### src/sv/tlrr_pkg.sv
// ----------------------------------------------------------------------------
// tlrr_pkg
// shared types, codes and sizes of the two-level round-robin task scheduler
// ----------------------------------------------------------------------------
package tlrr_pkg;

  // sizes
  localparam int MAX_TASKS_DEF = 16;  // default number of task slots
  localparam int SLOT_W        = 4;   // width of a slot number
  localparam int SLOT_CAP      = 16;  // slots reachable by a slot number
  localparam int CNT_W         = 5;   // width of the high-priority count
  localparam int CMD_W         = 3;
  localparam int STAT_W        = 3;

  // command codes
  localparam logic [CMD_W-1:0] CMD_CREATE   = 3'd0;
  localparam logic [CMD_W-1:0] CMD_REMOVE   = 3'd1;
  localparam logic [CMD_W-1:0] CMD_SET_LOW  = 3'd2;
  localparam logic [CMD_W-1:0] CMD_SET_HIGH = 3'd3;
  localparam logic [CMD_W-1:0] CMD_QUANTUM  = 3'd4;

  // status codes
  localparam logic [STAT_W-1:0] ST_OK        = 3'd0;
  localparam logic [STAT_W-1:0] ST_NOT_FOUND = 3'd1;
  localparam logic [STAT_W-1:0] ST_REFUSED   = 3'd2;
  localparam logic [STAT_W-1:0] ST_FULL      = 3'd3;
  localparam logic [STAT_W-1:0] ST_EMPTY     = 3'd4;

  typedef struct packed {
    logic [CMD_W-1:0]  cmd;
    logic [SLOT_W-1:0] task_id;
  } in_t;

  typedef struct packed {
    logic [STAT_W-1:0] status;
    logic [SLOT_W-1:0] running_id;
    logic              switched;
    logic [SLOT_W-1:0] new_id;
  } out_t;

  // controller to datapath
  typedef struct packed {
    logic load;       // capture an accepted command
    logic exec;       // apply the command to the slot table
    logic next;       // find the next present slot
    logic high_pick;  // run first high slot, else next present slot
    logic out_load;   // load the result register
  } ctl_t;

  // datapath to controller
  typedef struct packed {
    logic out_free;   // result register empty or being drained this cycle
  } dp_status_t;

endpackage

### src/sv/tlrr_ctrl.sv
// ----------------------------------------------------------------------------
// tlrr_ctrl
// sequencer of the scheduler: steps one command through the datapath
// ----------------------------------------------------------------------------
module tlrr_ctrl
  import tlrr_pkg::*;
(
  input  logic       clk,
  input  logic       rst_n,
  input  logic       in_valid,
  output logic       in_ready,
  input  dp_status_t dp_st,
  output ctl_t       ctl
);

  typedef enum logic [4:0] {
    S_IDLE = 5'b00001,
    S_EXEC = 5'b00010,
    S_NEXT = 5'b00100,
    S_HIGH = 5'b01000,
    S_OUT  = 5'b10000
  } state_t;

  state_t state_r, state_nxt;
  logic   load;

  // a new command may enter while the previous result is handed over
  assign in_ready = (state_r == S_IDLE) || ((state_r == S_OUT) && dp_st.out_free);
  assign load     = in_valid && in_ready;

  always_comb begin
    state_nxt    = state_r;
    ctl          = '0;
    ctl.load     = load;
    case (state_r)
      S_IDLE: begin
        if (load) state_nxt = S_EXEC;
      end
      S_EXEC: begin
        ctl.exec  = 1'b1;
        state_nxt = S_NEXT;
      end
      S_NEXT: begin
        ctl.next  = 1'b1;
        state_nxt = S_HIGH;
      end
      S_HIGH: begin
        ctl.high_pick = 1'b1;
        state_nxt     = S_OUT;
      end
      S_OUT: begin
        if (dp_st.out_free) begin
          ctl.out_load = 1'b1;
          state_nxt    = load ? S_EXEC : S_IDLE;
        end
      end
      default: begin
        state_nxt = S_IDLE;
      end
    endcase
  end

  always_ff @(posedge clk) begin
    if (!rst_n) begin
      state_r <= S_IDLE;
    end else begin
      state_r <= state_nxt;
    end
  end

endmodule

### src/sv/tlrr_dp.sv
// ----------------------------------------------------------------------------
// tlrr_dp
// slot table, running slot, ring searches and result register
// ----------------------------------------------------------------------------
module tlrr_dp
  import tlrr_pkg::*;
#(
  parameter int MAX_TASKS = MAX_TASKS_DEF
)
(
  input  logic       clk,
  input  logic       rst_n,
  input  ctl_t       ctl,
  output dp_status_t dp_st,
  input  in_t        in_data,
  output logic       out_valid,
  input  logic       out_ready,
  output out_t       out_data
);

  localparam int NSLOT = (MAX_TASKS < SLOT_CAP) ? MAX_TASKS : SLOT_CAP;

  // lowest set bit of a slot vector
  function automatic logic [SLOT_W-1:0] first_set(input logic [SLOT_CAP-1:0] v);
    logic [SLOT_W-1:0] idx;
    idx = '0;
    for (int i = SLOT_CAP - 1; i >= 0; i--) begin
      if (v[i]) idx = SLOT_W'(i);
    end
    return idx;
  endfunction

  logic [NSLOT-1:0]  present_r, high_r;
  logic [SLOT_W-1:0] running_r, before_r, from_r, pick_r, new_id_r;
  logic [CNT_W-1:0]  hc_r;
  logic [CMD_W-1:0]  cmd_r;
  logic [SLOT_W-1:0] id_r;
  logic [STAT_W-1:0] status_r;
  logic              do_pick_r;
  logic              out_valid_r;
  out_t              out_data_r;

  logic [SLOT_CAP-1:0] pres_w, high_w, lim_w, free_w, id_oh, gt_w, ge_w;
  logic [SLOT_CAP-1:0] p_n, h_n;
  logic [CNT_W-1:0]    hc_n;
  logic [STAT_W-1:0]   st_n;
  logic [SLOT_W-1:0]   nid_n, from_n, free_id, next_id, high_id;
  logic                pick_req, run_clr, id_ok;

  assign pres_w  = SLOT_CAP'(present_r);
  assign high_w  = SLOT_CAP'(high_r);
  assign id_oh   = SLOT_CAP'(1) << id_r;
  assign id_ok   = pres_w[id_r];  // bits at and above NSLOT read as absent
  assign free_w  = ~pres_w & lim_w & ~SLOT_CAP'(1);
  assign free_id = first_set(free_w);

  always_comb begin
    for (int i = 0; i < SLOT_CAP; i++) begin
      lim_w[i] = (i < NSLOT);
      gt_w[i]  = (SLOT_W'(i) > from_r);
      ge_w[i]  = (SLOT_W'(i) >= pick_r);
    end
  end

  // next present slot after from_r, wrapping to the lowest one
  assign next_id = (|(pres_w & gt_w)) ? first_set(pres_w & gt_w) : first_set(pres_w);
  // first high slot from pick_r on, wrapping to the lowest one
  assign high_id = (|(high_w & ge_w)) ? first_set(high_w & ge_w) : first_set(high_w);

  // command effect on the slot table
  always_comb begin
    p_n      = pres_w;
    h_n      = high_w;
    hc_n     = hc_r;
    st_n     = ST_OK;
    nid_n    = '0;
    pick_req = 1'b0;
    run_clr  = 1'b0;
    from_n   = running_r;
    if (pres_w == '0) begin
      st_n = ST_EMPTY;
    end else begin
      case (cmd_r)
        CMD_CREATE: begin
          if (|free_w) begin
            p_n   = p_n | (SLOT_CAP'(1) << free_id);
            h_n   = h_n & ~(SLOT_CAP'(1) << free_id);
            nid_n = free_id;
          end else begin
            st_n = ST_FULL;
          end
        end
        CMD_REMOVE: begin
          if (!id_ok) begin
            st_n = ST_NOT_FOUND;
          end else begin
            if (high_w[id_r]) begin
              h_n  = h_n & ~id_oh;
              hc_n = hc_n - CNT_W'(1);
              // shell left as the only high task
              if ((id_r != '0) && (hc_n == CNT_W'(1)) && h_n[0]) begin
                h_n[0] = 1'b0;
                hc_n   = hc_n - CNT_W'(1);
              end
            end
            p_n = p_n & ~id_oh;
            h_n = h_n & ~id_oh;
            if (p_n == '0) begin
              run_clr = 1'b1;
              st_n    = ST_EMPTY;
            end else if (id_r == running_r) begin
              pick_req = 1'b1;
              from_n   = id_r;
            end
          end
        end
        CMD_SET_LOW: begin
          if ((id_r == '0) && (hc_r > CNT_W'(1))) begin
            st_n = ST_REFUSED;
          end else if (!id_ok) begin
            st_n = ST_NOT_FOUND;
          end else begin
            if (high_w[id_r]) begin
              h_n  = h_n & ~id_oh;
              hc_n = hc_n - CNT_W'(1);
            end
            if ((id_r != '0) && (hc_n == CNT_W'(1)) && h_n[0]) begin
              h_n[0] = 1'b0;
              hc_n   = hc_n - CNT_W'(1);
            end
          end
        end
        CMD_SET_HIGH: begin
          if (!id_ok) begin
            st_n = ST_NOT_FOUND;
          end else begin
            // shell rises with the first other high task
            if ((hc_r == '0) && (id_r != '0) && pres_w[0]) begin
              h_n[0] = 1'b1;
              hc_n   = hc_n + CNT_W'(1);
            end
            if (!h_n[id_r]) begin
              h_n  = h_n | id_oh;
              hc_n = hc_n + CNT_W'(1);
            end
          end
        end
        CMD_QUANTUM: begin
          pick_req = 1'b1;
        end
        default: begin
          st_n = ST_REFUSED;
        end
      endcase
    end
  end

  assign dp_st.out_free = !out_valid_r || out_ready;

  // control state
  always_ff @(posedge clk) begin
    if (!rst_n) begin
      present_r   <= NSLOT'(1);
      high_r      <= '0;
      running_r   <= '0;
      hc_r        <= '0;
      do_pick_r   <= 1'b0;
      out_valid_r <= 1'b0;
    end else begin
      if (ctl.exec) begin
        present_r <= p_n[NSLOT-1:0];
        high_r    <= h_n[NSLOT-1:0];
        hc_r      <= hc_n;
        do_pick_r <= pick_req;
        if (run_clr) running_r <= '0;
      end
      if (ctl.high_pick && do_pick_r) begin
        running_r <= (hc_r != '0) ? high_id : pick_r;
      end
      if (ctl.out_load) begin
        out_valid_r <= 1'b1;
      end else if (out_ready) begin
        out_valid_r <= 1'b0;
      end
    end
  end

  // payload
  always_ff @(posedge clk) begin
    if (ctl.load) begin
      cmd_r <= in_data.cmd;
      id_r  <= in_data.task_id;
    end
    if (ctl.exec) begin
      status_r <= st_n;
      new_id_r <= nid_n;
      before_r <= running_r;
      from_r   <= from_n;
    end
    if (ctl.next) begin
      pick_r <= next_id;
    end
    if (ctl.out_load) begin
      out_data_r.status     <= status_r;
      out_data_r.running_id <= running_r;
      out_data_r.switched   <= (status_r != ST_EMPTY) && (running_r != before_r);
      out_data_r.new_id     <= new_id_r;
    end
  end

  assign out_valid = out_valid_r;
  assign out_data  = out_data_r;

endmodule

### src/sv/two_level_round_robin_task_scheduler_unit.sv
// ----------------------------------------------------------------------------
// two_level_round_robin_task_scheduler_unit
// round-robin scheduler over a ring of task slots with low and high priority
// ----------------------------------------------------------------------------
//
//   channel | ports                          | moves
//   --------+--------------------------------+----------------------------------
//   in      | in_valid, in_ready, in_data    | one command (cmd, task_id)
//   out     | out_valid, out_ready, out_data | one result per command
//
// - a command goes from acceptance to its result in the output register
//   through the steps: apply to the slot table, next-present search, high
//   search, result load; the two ring searches sit in stages of their own
// - a new command is taken in the cycle its predecessor's result is loaded,
//   so commands never overlap in the steps above
// - a result that is not taken stalls the sequencer in its last step; the
//   following command is then held off at in_ready
// - rst_n (synchronous) leaves only the shell (slot 0) present, all tasks
//   low, the shell running and no result pending
//
module two_level_round_robin_task_scheduler_unit
  import tlrr_pkg::*;
#(
  parameter int MAX_TASKS = MAX_TASKS_DEF
)
(
  input  logic clk,
  input  logic rst_n,
  input  logic in_valid,
  output logic in_ready,
  input  in_t  in_data,
  output logic out_valid,
  input  logic out_ready,
  output out_t out_data
);

  // command and status signals between sequencer and datapath
  ctl_t       ctl;
  dp_status_t dp_st;

  // sequencer: steps each transaction through the datapath
  tlrr_ctrl u_ctrl (
    .clk      (clk),
    .rst_n    (rst_n),
    .in_valid (in_valid),
    .in_ready (in_ready),
    .dp_st    (dp_st),
    .ctl      (ctl)
  );

  // datapath: slot table, ring searches and the result register
  tlrr_dp #(
    .MAX_TASKS (MAX_TASKS)
  ) u_dp (
    .clk       (clk),
    .rst_n     (rst_n),
    .ctl       (ctl),
    .dp_st     (dp_st),
    .in_data   (in_data),
    .out_valid (out_valid),
    .out_ready (out_ready),
    .out_data  (out_data)
  );

  // an accepted transaction is applied in the next cycle
  a_accept_exec : assert property (@(posedge clk) disable iff (!rst_n)
    (in_valid && in_ready) |=> ctl.exec)
    else $error("accepted command not applied");

  // a pending result is never overwritten
  a_no_overwrite : assert property (@(posedge clk) disable iff (!rst_n)
    ctl.out_load |-> (!out_valid || out_ready))
    else $error("result register overwritten");

  // the sequencer issues at most one processing step per cycle
  a_one_step : assert property (@(posedge clk) disable iff (!rst_n)
    $onehot0({ctl.exec, ctl.next, ctl.high_pick, ctl.out_load}))
    else $error("overlapping sequencer steps");

  // an empty ring reports slot 0 and no switch
  a_empty_result : assert property (@(posedge clk) disable iff (!rst_n)
    (out_valid && (out_data.status == ST_EMPTY)) |->
      ((out_data.running_id == '0) && !out_data.switched))
    else $error("empty ring result malformed");

endmodule
### config.mk
export PLATFORM = sky130hd
export DESIGN_NAME = two_level_round_robin_task_scheduler_unit
export DESIGN_NICKNAME = d
export VERILOG_FILES = /design/src/sv/tlrr_pkg.sv /design/src/sv/tlrr_ctrl.sv /design/src/sv/tlrr_dp.sv /design/src/sv/two_level_round_robin_task_scheduler_unit.sv
export SDC_FILE = /design/constraint.sdc
export NUM_CORES = 1
export LEC_CHECK = 0
export BUFFER_PORTS_ARGS = -buffer_cell sky130_fd_sc_hd__buf_2
export CORE_MARGIN = 2
export CORE_UTILIZATION = 59
export CTS_BUF_LIST = sky130_fd_sc_hd__clkbuf_8
export DETAILED_ROUTE_END_ITERATION = 8
export PLACE_DENSITY = 0.8
export SYNTH_ARGS = -nofsm -noshare
export SYNTH_HDL_FRONTEND = slang
export SYNTH_SLANG_ARGS = --single-unit
### constraint.sdc
create_clock -name clk -period 3.55 [get_ports clk]
set_clock_uncertainty 0.15 [all_clocks]
set_input_delay 0.355 -clock clk [delete_from_list [all_inputs] [get_ports clk]]
set_output_delay 0.355 -clock clk [all_outputs]
set_load 0.01 [all_outputs]
Yosys cells after proc, flatten, opt, wreduce, memory -nomap -nowiden
Cells that the tools add are included.
- add/sub/neg operators: 5
- $lt $le $gt $ge: 34
- eq/ne operators: 24
- shifts and indexed selects: 2
- muxes and demuxes: 165
- bitwise operators: 14
- reductions and logical operators: 37
- operators by type and width (kind ; count):
    $mux W4 ; 90
    $mux W16 ; 17
    $and A16 B16 Y16 ; 6
    $mux W5 ; 19
    $pmux W16 S4 ; 1
    $not A16 Y16 ; 3
    $ge A4 B4 Y1 const A ; 8
    $gt A4 B4 Y1 const A ; 8
    $logic_not A16 Y1 ; 2
    $or A16 B16 Y16 ; 2
    $pmux W16 S2 ; 1
    $reduce_or A16 Y1 ; 2
    $shl A1 B4 Y16 const A ; 2
    $mux W1 ; 25
    $pmux W5 S5 ; 1
    $ge A3 B4 Y1 const A ; 4
    $gt A3 B4 Y1 const A ; 4
    $reduce_and A8 Y1 ; 2
    $eq A5 B1 Y1 const B ; 3
    $pmux W3 S5 ; 1
    $pmux W5 S3 ; 1
    $reduce_or A15 Y1 ; 1
    $sub A5 B1 Y5 const B ; 3
    $ne A2 B1 Y1 const B ; 7
    other kinds (38) ; 68
- register bits after elaboration: 86
- bits of input ports: 11
- output and inout port bits: 14

Logic depth before layout (Yosys ltp)
- word-level depth: 21
- gate-level depth with buffers: 17

Modules after synthesis
From an unflattened synthesis, not the netlist that was laid out.
- cell total of the unflattened synthesis: 782
- area, all modules: 6304.8 um2
- by module, submodules not included (module ; times used ; cells each ; area each (um2)):
    tlrr_dp ; 1 ; 743 ; 5982.0
    tlrr_ctrl ; 1 ; 39 ; 322.8

Worst setup path before layout
No wires, ideal clock.
- kind: register to register
- start point: reg u_dp.hc_r[0]
- end point: reg u_dp.hc_r[0]
- library setup time: 95 ps
- arrival: 3184 ps
- data required time: 3305 ps
- setup slack: 120 ps
- cell stages (with the launch flop): 16
- clock period less this slack: 3430 ps
- path through: dfxtp_1 clkbuf_1 inv_1 ha_1 buf_1 nor2_1 and3_1 a311oi_1 ha_1 nor4bb_1 a22oi_1 o31ai_1 nand2_1 o211ai_1 o2111ai_1 a221oi_1
- word-level cells in the longest chain between the ends: 13
- elaborated cells on any way between the ends: 42
- classes of those cells: 5 x add/sub; 1 x order compare; 3 x eq/ne; 24 x mux; 9 x reduce/logical
- ends and longest elaborated chain (element ; RTL line ; text):
    from (decl) ; tlrr_dp.sv:35 ; logic [CNT_W-1:0] hc_r;
    from (signal assigned) ; tlrr_dp.sv:173 ; hc_r <= hc_n;
    parallel branches: the longest is 13 deep, another holds $sub A5 B1 Y5 ; n/a ;
Parallel ways; which one is timed is not known. The select of a mux whose other input is x is not followed.
A chain may end at the register's enable or synchronous reset.

Worst setup path after layout
- start point: reg u_dp.id_r[1]
- end point: reg u_dp.hc_r[0]
- word-level cells in the longest chain between the ends: 14
- elaborated cells on any way between the ends: 54
- classes of those cells: 2 x add/sub; 6 x eq/ne; 1 x shift; 33 x mux; 2 x bitwise; 10 x reduce/logical
- ends and longest elaborated chain (element ; RTL line ; text):
    from (decl) ; tlrr_dp.sv:37 ; logic [SLOT_W-1:0] id_r;
    from (signal assigned) ; tlrr_dp.sv:192 ; id_r <= in_data.task_id;
    parallel branches: the longest is 14 deep, another holds $sub A5 B1 Y5 ; n/a ;
Parallel ways; which one is timed is not known. The select of a mux whose other input is x is not followed.

==> flow_metrics.env <==
export IMPL_switching_share_pct=27.37
export IMPL_clock_power_share_pct=38.2
export IMPL_max_freq_ghz=0.2637
export IMPL_place_inst=974
export IMPL_drive_gt1_share_pct=18.50
export IMPL_die_w_um=110.5
export IMPL_route_antenna_remaining_nets=0
export IMPL_nets=878
export IMPL_status="finished with violations"
export IMPL_core_area_sq_mm=0.01094
export IMPL_cts_buffer_depth=2
export IMPL_synthAdderAreaFrac_pct=1.310
export IMPL_min_delay_start="in_data[1]"
export IMPL_place_area_sq_mm=0.007081
export IMPL_cts_tree="done"
export IMPL_pwr_share_seq_pct=50.4
export IMPL_grt_antenna_before_repair=0
export IMPL_netlist_instances=822
export IMPL_synth_enable_flop_cells=38
export IMPL_ys_flop_type="dfxtp_1"
export IMPL_cp_max_fo=6
export IMPL_muxShareOfSynthArea_pct=4.809
export IMPL_vias_per_cell=7.223
export IMPL_finalInstanceArea_sq_mm=0.007552
export IMPL_final_util_pct=69.06
export IMPL_synth_top_area_cell="edfxtp_1"
export IMPL_syn_avg_cell_area_sq_um=8.134
export IMPL_synth_compound_area_share_pct=29.14
export IMPL_dieArea_sq_mm=0.01220
export IMPL_power_switching_uw=574.4
export IMPL_crit_type="register to register"
export IMPL_synth_nets=840
export IMPL_met1_usage_pct=49.77
export IMPL_grt_pass1_wl_mm=36.98
export IMPL_fin_ws_ps=-242.7
export IMPL_pre_cts_slack_ps=-88.53
export IMPL_worstMarginPinSlew_ps=1197
export IMPL_io_pins=25
export IMPL_initial_utilization_pct=61.14
export IMPL_cap_violations=0
export IMPL_slew_headroom_pct=19.88
export IMPL_finalHoldViolations=0
export IMPL_yosys_area_share_simple_pct=24.85
export IMPL_setup_viol=5
export IMPL_finalCriticalPeriod_ps=3793
export IMPL_nFillCells=885
export IMPL_drt_iter0_markers=1039
export IMPL_rsz0062_at_grt="true"
export IMPL_root_buffer="clkbuf_8"
export IMPL_dr_pass1_iters=6
export IMPL_grt_overflow_total=0
export IMPL_synthToLayoutAreaGrowth_pct=12.95
export IMPL_clk_pin_slew_worst_paths_ps=90
export IMPL_use_met2_pct=57.96
export IMPL_yosysUniqueCellTypes=90
export IMPL_timing_rr_end="u_dp.hc_r[0]"
export IMPL_routabilityCongestion=1.071
export IMPL_synth_area_sq_mm=0.006686
export IMPL_vdd_drop_max_v=0.0003597
export IMPL_numCtsBuffers=9
export IMPL_async_flop_share_pct=0
export IMPL_fin_tns_setup_ps=-541.9
export IMPL_wl_per_cell_um=23.11
export IMPL_r2r_slack_ps=-240
export IMPL_hp_class="primary input to register"
export IMPL_power_internal_mw=1.524
export IMPL_use_met3_pct=11.31
export IMPL_dp_hpwl_mm=16.90
export IMPL_dr_total_vias=7259
export IMPL_wirelength_mm=23.23
export IMPL_cts_htree_levels=3
export IMPL_cp_required_ps=3700
export IMPL_grt_total_usage_pct=37.70
export IMPL_fin_crit_sh_pct=106.8
export IMPL_powerDensity_mw_per_mm2=277.9
export IMPL_synthTopCellsByArea="edfxtp_1, dfxtp_1, nor2_1"
export IMPL_yosysTopAreaCellShare_pct=17.07
export IMPL_fin_cells=1005
export IMPL_ff2ff_path_depth=12
export IMPL_comb_power_share_pct=11.5
export IMPL_violations="negative setup slack"
export IMPL_port_buffers=24
export IMPL_grt_max_degree=23
export IMPL_ys_seq_elements=86
export IMPL_hold_path_depth=1
export IMPL_die_h_um=110.5
export IMPL_leakage_nw=2.707
export IMPL_rows=38
export IMPL_endpoint_kind="register"
export IMPL_cp_arrival_ps=3940
export IMPL_drc=0
export IMPL_synth_top_family_by_area="compound AO/OA/AOI/OAI gates"
export IMPL_hold_path_end="u_dp.id_r[1]"
export IMPL_drv_slew=0
export IMPL_clock_sinks=86
export IMPL_synth_xor_area_share_pct=1.834
export IMPL_grt_pass1_vias=6797
export IMPL_synth_seq_area_share_pct=31.44
export IMPL_worst_r2r_startpoint="u_dp.id_r[1]"
export IMPL_clock_latency_ps=400
export IMPL_n_antenna_cell=0
export IMPL_ys_warn_count=0
export IMPL_busiest_layer="met2"
export IMPL_cp_start_kind="register"
-- cells by family (layout without fill, tap and decap cells) --
kind of cell / Yosys count / in the layout
DFF: 86 / 86
AOI/OAI and AO/OA: 278 / 278
adders and majority gates: 7 / 7
xor gates and xnor gates: 14 / 14
muxes: 22 / 22
buffers and inverters: 98 / 141
and+or+nand+nor: 317 / 317
-- synth_stat cells (5+ instances only) --
cell	instances
o22ai_1	21
o21a_1	7
nand2_1	66
o221ai_1	5
nor3_1	24
a31oi_1	16
o211ai_1	18
a211oi_1	9
mux2i_1	10
and3_1	16
and2_1	6
nor2_1	83
a21o_1	7
xor2_1	9
or2_2	5
buf_6	6
clkbuf_1	44
edfxtp_1	38
dfxtp_1	48
nor2b_1	18
mux4_2	5
o31ai_1	20
nor4_1	11
or3_1	5
xnor2_1	5
buf_2	15
nand3_1	24
ha_1	7
inv_1	28
a21boi_0	13
nand4_1	11
a21oi_1	45
o21ai_0	44
nand2b_1	14
-- final cells by class --
type                    count  area (sq um)  share of cell area [%]
multi-input cells         638          4259                   56.39
flip-flops and latches     86          2102                   27.83
repair buffers             97         690.7                   9.145
well taps                 140         175.2                   2.319
clock buffers               9         123.9                   1.640
inverters                  28         105.1                   1.392
clock inverters             7         96.34                   1.276
-- layout by cell type, fill, tap and decap left out, types with 5 or more instances in the layout --
| cell | instances |
|---|---|
| o21a_1 | 7 |
| xnor2_1 | 5 |
| nor4_1 | 11 |
| nor2b_1 | 18 |
| or2_2 | 5 |
| and2_1 | 6 |
| nand4_1 | 11 |
| o21ai_1 | 6 |
| or3_1 | 5 |
| buf_2 | 24 |
| nand3_1 | 24 |
| mux2i_1 | 10 |
| buf_4 | 65 |
| edfxtp_1 | 38 |
| o22ai_1 | 21 |
| a31oi_1 | 16 |
| ha_1 | 6 |
| a21boi_0 | 13 |
| nand2_1 | 66 |
| a21o_1 | 7 |
| a211oi_1 | 8 |
| o211ai_1 | 18 |
| nor2_1 | 81 |
| dlygate4sd3_1 | 6 |
| dfxtp_1 | 48 |
| nand2b_1 | 14 |
| o31ai_1 | 19 |
| nor3_1 | 23 |
| and3_1 | 16 |
| a21oi_1 | 45 |
| inv_1 | 29 |
| clkbuf_8 | 9 |
| xor2_1 | 9 |
| o21ai_0 | 42 |
| mux4_2 | 5 |
-- sequential cells by signal (all words and copies together) (netlist names) --
name            flops
u_dp.from_r         4
u_dp.running_r      4
u_dp.high_r        16
u_dp.pick_r         4
u_dp.status_r       3
u_dp.cmd_r          3
u_dp.before_r       4
u_ctrl.state_r      5
u_dp.do_pick_r      1
u_dp.hc_r           5
u_dp.pres_w        16
u_dp.id_r           4
u_dp.out_data      12
u_dp.out_valid      1
u_dp.new_id_r       4
-- metrics by stage --
step                      hold WS [ps]  total power, mW
after global routing             34.10            2.151
after detailed placement         256.2            1.290
final                            39.69            2.099
after floorplan                  250.3            1.230
after CTS                        43.52            2.074
after global placement           253.3            1.286
-- per-layer routing --
metal / wire length, um / vias up
li1: - / 3199
met1: 8733 / 3375
met2: 10510 / 566
met3: 2966 / 119
met4: 1010 / 0
met5: 0 / -
-- worst max-delay path, cell delays in order (launching register included) --
cell and delay [ps]:
edfxtp_1 590, mux2_4 340, mux4_2 490, mux2i_1 150, a311oi_2 300, ha_2 270, nor4bb_4 320, a22oi_2 130
o31ai_2 130, nand2_1 150, o211ai_1 260, o2111ai_2 160, a221oi_2 260
-- power groups by stage --
stage               Clock [mW]  Sequential (mW)  Combinational, mW
finish                   0.801             1.06              0.241
global route             0.836             1.06              0.256
floorplan                    0             1.07              0.163
detailed placement           0             1.08              0.212
CTS                      0.798             1.06              0.221
global placement             0             1.08              0.208
-- how the worst max path moves through the flow --
stage	depth (start not counted)	start	slack (ps)	endpoint
final	12	u_dp.id_r[1]	-240	u_dp.hc_r[0]
after global routing	12	u_dp.id_r[1]	-300	u_dp.hc_r[0]
after CTS	14	u_dp.id_r[1]	-30	u_dp.hc_r[0]
after detailed placement	12	u_dp.id_r[1]	-90	u_dp.hc_r[0]
after global placement	12	u_dp.id_r[1]	100	u_dp.hc_r[0]
after floorplan	15	u_dp.hc_r[0]	120	u_dp.hc_r[0]
-- timing repair --
action	CTS	global route
endpoints found under the hold margin	6	0
pin swaps	3	13
resized for setup	6	19
buffers inserted	3	6
setup endpoints to repair	1	6
hold buffers	6	0
(Power assumes the default switching activity.)
